`src/rtl/mersenne_twister_prng_core_assert.svh`:
```
// Assertion macros used by the generator engine RTL
`ifndef MERSENNE_TWISTER_PRNG_CORE_ASSERT_SVH
`define MERSENNE_TWISTER_PRNG_CORE_ASSERT_SVH

// same-cycle implication, sampled on clk, off during reset
`define MTPRNG_ASSERT_NOW(lbl, ante, cons, msg) \
  lbl: assert property (@(posedge clk) disable iff (!rst_n) (ante) |-> (cons)) \
    else $error(msg);

// next-cycle implication
`define MTPRNG_ASSERT_NEXT(lbl, ante, cons, msg) \
  lbl: assert property (@(posedge clk) disable iff (!rst_n) (ante) |=> (cons)) \
    else $error(msg);

`endif

```
`src/rtl/mtprng_pkg.sv`:
```
// Types, constants and tempering function of the MT19937 generator
`timescale 1ns / 1ps
package mtprng_pkg;

  localparam int unsigned STATE_WORDS = 624;
  localparam int unsigned IDX_W = 10;

  localparam logic [IDX_W-1:0] FULL_IDX     = 10'd624;
  localparam logic [IDX_W-1:0] UNSEEDED_IDX = 10'd625;
  localparam logic [IDX_W-1:0] LAST_IDX     = 10'd623;
  localparam logic [IDX_W-1:0] TWIST_M      = 10'd397;

  localparam logic [31:0] INIT_MUL     = 32'd1812433253;
  localparam logic [31:0] ARRAY_SEED   = 32'd19650218;
  localparam logic [31:0] ARRAY_MUL1   = 32'd1664525;
  localparam logic [31:0] ARRAY_MUL2   = 32'd1566083941;
  localparam logic [31:0] HIGH_BIT     = 32'h8000_0000;
  localparam logic [31:0] LOW_BITS     = 32'h7fff_ffff;
  localparam logic [31:0] DEFAULT_SEED = 32'd5489;
  localparam logic [31:0] TWIST_MATRIX = 32'h9908_b0df;
  localparam logic [31:0] TEMPER_B     = 32'h9d2c_5680;
  localparam logic [31:0] TEMPER_C     = 32'hefc6_0000;

  typedef enum logic [1:0] {
    OP_GEN  = 2'd0,
    OP_SEED = 2'd1,
    OP_KEY  = 2'd2
  } op_t;

  typedef struct packed {
    op_t         op;
    logic [31:0] value;
    logic        last_key;
  } q_item_t;

  function automatic logic [31:0] temper(input logic [31:0] x);
    logic [31:0] y;
    y = x ^ (x >> 11);
    y = y ^ ((y << 7) & TEMPER_B);
    y = y ^ ((y << 15) & TEMPER_C);
    y = y ^ (y >> 18);
    return y;
  endfunction

endpackage

```
`src/rtl/mtprng_front.sv`:
```
// Front end: accepts transactions, drops unused opcodes, two-entry queue
`timescale 1ns / 1ps
module mtprng_front (
  input  logic                  clk,
  input  logic                  rst_n,
  input  logic                  in_valid,
  output logic                  in_stall,
  input  logic [1:0]            in_opcode,
  input  logic [31:0]           in_value,
  input  logic                  in_last_key,
  output logic                  q_valid,
  output mtprng_pkg::q_item_t   q_item,
  input  logic                  q_pop
);

  mtprng_pkg::q_item_t fifo_r [2];
  logic       wr_ptr_r, wr_ptr_nxt;
  logic       rd_ptr_r, rd_ptr_nxt;
  logic [1:0] cnt_r, cnt_nxt;
  logic       accept, known_op, push;

  assign in_stall = (cnt_r == 2'd2);
  assign accept   = in_valid && !in_stall;
  assign known_op = (in_opcode == mtprng_pkg::OP_GEN) || (in_opcode == mtprng_pkg::OP_SEED) ||
                    (in_opcode == mtprng_pkg::OP_KEY);
  assign push     = accept && known_op;

  assign q_valid = (cnt_r != 2'd0);
  assign q_item  = fifo_r[rd_ptr_r];

  always_comb begin
    wr_ptr_nxt = push ? ~wr_ptr_r : wr_ptr_r;
    rd_ptr_nxt = q_pop ? ~rd_ptr_r : rd_ptr_r;
    cnt_nxt    = cnt_r + {1'b0, push} - {1'b0, q_pop};
  end

  always_ff @(posedge clk) begin
    if (!rst_n) begin
      wr_ptr_r <= 1'b0;
      rd_ptr_r <= 1'b0;
      cnt_r    <= 2'd0;
    end else begin
      wr_ptr_r <= wr_ptr_nxt;
      rd_ptr_r <= rd_ptr_nxt;
      cnt_r    <= cnt_nxt;
    end
  end

  always_ff @(posedge clk) begin
    if (push) begin
      fifo_r[wr_ptr_r].op       <= mtprng_pkg::op_t'(in_opcode);
      fifo_r[wr_ptr_r].value    <= in_value;
      fifo_r[wr_ptr_r].last_key <= in_last_key;
    end
  end

endmodule

```
`config.mk`:
```
export PLATFORM = sky130hd
export DESIGN_NAME = mtprng_front
export DESIGN_NICKNAME = d
export VERILOG_FILES = /design/src/rtl/mersenne_twister_prng_core_assert.svh /design/src/rtl/mtprng_pkg.sv /design/src/rtl/mtprng_front.sv
export SDC_FILE = /design/constraint.sdc
export NUM_CORES = 1
export LEC_CHECK = 0
export BUFFER_PORTS_ARGS = -buffer_cell sky130_fd_sc_hd__buf_2
export CORE_ASPECT_RATIO = 0.7
export CORE_MARGIN = 3
export CORE_UTILIZATION = 56
export DETAILED_ROUTE_END_ITERATION = 6
export PLACE_DENSITY = 0.93
export SLEW_MARGIN = 15
export SYNTH_ARGS = -nofsm -noshare
export SYNTH_HDL_FRONTEND = slang
export SYNTH_SLANG_ARGS = --single-unit
```
`constraint.sdc`:
```
create_clock -name clk -period 4.3 [get_ports clk]
set_input_delay 0.215 -clock clk [delete_from_list [all_inputs] [get_ports clk]]
set_output_delay 0.215 -clock clk [all_outputs]
set_load 0.1 [all_outputs]
```
==> out/qor.yml <==
end_kind: "primary output"
layout_min_cycle_time_ps: 2400
hold_violations: 0
synthesis.area_um2: 2930
n_antenna_cell: 0
ys_seq_area_share_pct: 75.1
core_um2: 4910
first_iter_violations: 69
finalClockSkew_ps: 3.22
max_clock_freq_mhz: 417
clock_path_buffers: 2
nets: 257
cellPowerDensity_nw_per_um2: 627
grt_pass1_wl_um: 6980
cts_buffers: 9
maxCapViolations: 0
setup_viol: 0
place_hpwl_um: 2930
synth_cell_types: 17
ctsHoldBuffers: 0
synth_nets: 175
die_area_um2: 6160
drt_pass1_iterations: 4
required_ps: 4090
synthCells: 134
dr_total_vias: 1392
fin_util_pct: 73.2
die_y_um: 66.5
die_x_um: 92.5
clock-sinks: 75
routed_via_density: 4.80
slew_headroom_pct: 24.1
overflow: 0
cp_max_fo: 35
area.growth.synth_to_final_pct: 22.6
wl_per_cell_um: 15.3
insertion_delay_ps: 330
rows: 21
peakVddDrop_v: 0.000440
ctsHtreeMaxLevel: 3
ys_warn_count: 0
slew_viol_final: 0
crit_path_start_kind: "flip-flop"
drt_wl_total_um: 4440
drive_gt1_share_pct: 58.4
status: "completed"
root_buffer: "clkbuf_8"
syn_area_per_cell_um2: 21.9
postCtsSetupBuffers: 0
rsz0062_at_grt: "false"
cp_data_arrival_time_ps: 2180
port-buffer-count: 75
tightestPinTransition_ps: 1140
initial_core_util_pct: 59.7
leakagePower_nw: 1.44
drcViolationCount: 0
antenna_found_initial: 0
hold_path.class: "in -> reg"
period_share_pct: 55.8
synth_seq_cells: 75
cts_tree: "done"
boundaryPins: 76
timing.setup.tns_ps: 0
clkTransAtPathRegs_ps: 70
criticalPathCategory: "reg -> out"
gp_congestion: 0.667
drtAntennaViolNets: 0
grt_pass1_vias: 1430
grt_max_degree: 36
cts_resized: 0
grt.total_usage_pct: 15.7
==> logic make-up after synthesis <==
family	Yosys count	share of synthesized area (%)
xor gates and xnor gates	3	0.896
and+or+nand+nor	12	2.86
muxes	36	17.6
DFF	75	75.1
buffers and inverters	6	2.69
adders and majority gates	2	0.853
==> cell usage after synthesis, drive strengths merged <==
cell / n / area share (%)
dfxtp: 5 / 3.4
inv: 2 / 0.26
mux2: 35 / 17
nor2b: 1 / 0.47
ha: 2 / 0.85
mux2i: 1 / 0.34
nand3b: 1 / 0.68
edfxtp: 70 / 72
and2: 4 / 0.85
xor2: 1 / 0.30
or2: 1 / 0.21
nor2: 2 / 0.26
buf: 4 / 2.4
nand2: 3 / 0.38
xnor2: 2 / 0.60
==> per-layer routing <==
metal | GRT usage [%] | part of all wire (%) | up-vias
li1 | - | - | 675
met1 | 19.8 | 43 | 672
met2 | 24.6 | 50 | 43
met3 | 7.00 | 6.8 | 2
met4 | 5.00 | 0.61 | 0
met5 | 0 | 0 | -
==> metrics by stage <==
step	cells	instance area (µm²)	hold WS, ps	worst slack [ps]	total power (W)
global placement	274	3340	403	2260	0.00160
CTS	290	3590	58.9	1860	0.00227
detailed placement	274	3340	407	2220	0.00161
global route	290	3590	52.2	1770	0.00234
floorplan	134	2930	314	1640	0.00153
finish	290	3590	74.1	1900	0.00225
==> final timing paths <==
path,slack (ps),cells past startpoint,startpoint,endpoint
max reg2reg,2460,3,cnt_r[1],fifo_r[0][7]
max,1900,2,flip-flop,q_item[0]
min,70,1,in_value[23],fifo_r[0][24]
min reg2reg,520,2,wr_ptr_r,wr_ptr_r
==> sequential cells by signal, summed over array words and instances, names as in the netlist, named ones only <==
name,count
fifo_r,70
cnt_r,2
rd_ptr_r,1
wr_ptr_r,1
==> placed cells by master (no fill, tap or decap), drive strengths merged, types with 2 or more instances in the layout <==
master / instances
bufinv: 4
xnor2: 2
inv: 2
dfxtp: 5
ha: 2
clkbuf: 10
edfxtp: 70
nand2: 3
buf: 75
and2: 4
mux2: 35
nor2: 2
clkinv: 2
==> power breakdown <==
| part | internal [W] | switching [W] |
|---|---|---|
| clock network | 0.000440 | 0.000224 |
| registers | 0.000887 | 0.0000413 |
| logic | 0.000149 | 0.000511 |
| total | 0.00148 | 0.000777 |
==> final cells by class <==
| class | count | area [µm²] |
|---|---|---|
| well taps | 69 | 86.3 |
| clock inverters | 6 | 128 |
| fillers | 324 | 1320 |
| clock buffers | 10 | 128 |
| inverters | 2 | 7.51 |
| repair buffers | 75 | 375 |
| multi-input cells | 53 | 667 |
| flip-flops and latches | 75 | 2200 |
==> critical path, cell delays in order, from the launching register on <==
cell and delay, ps:
dfxtp_2 1090, mux2_2 320, buf_2 420
(Power assumes the default switching activity.)
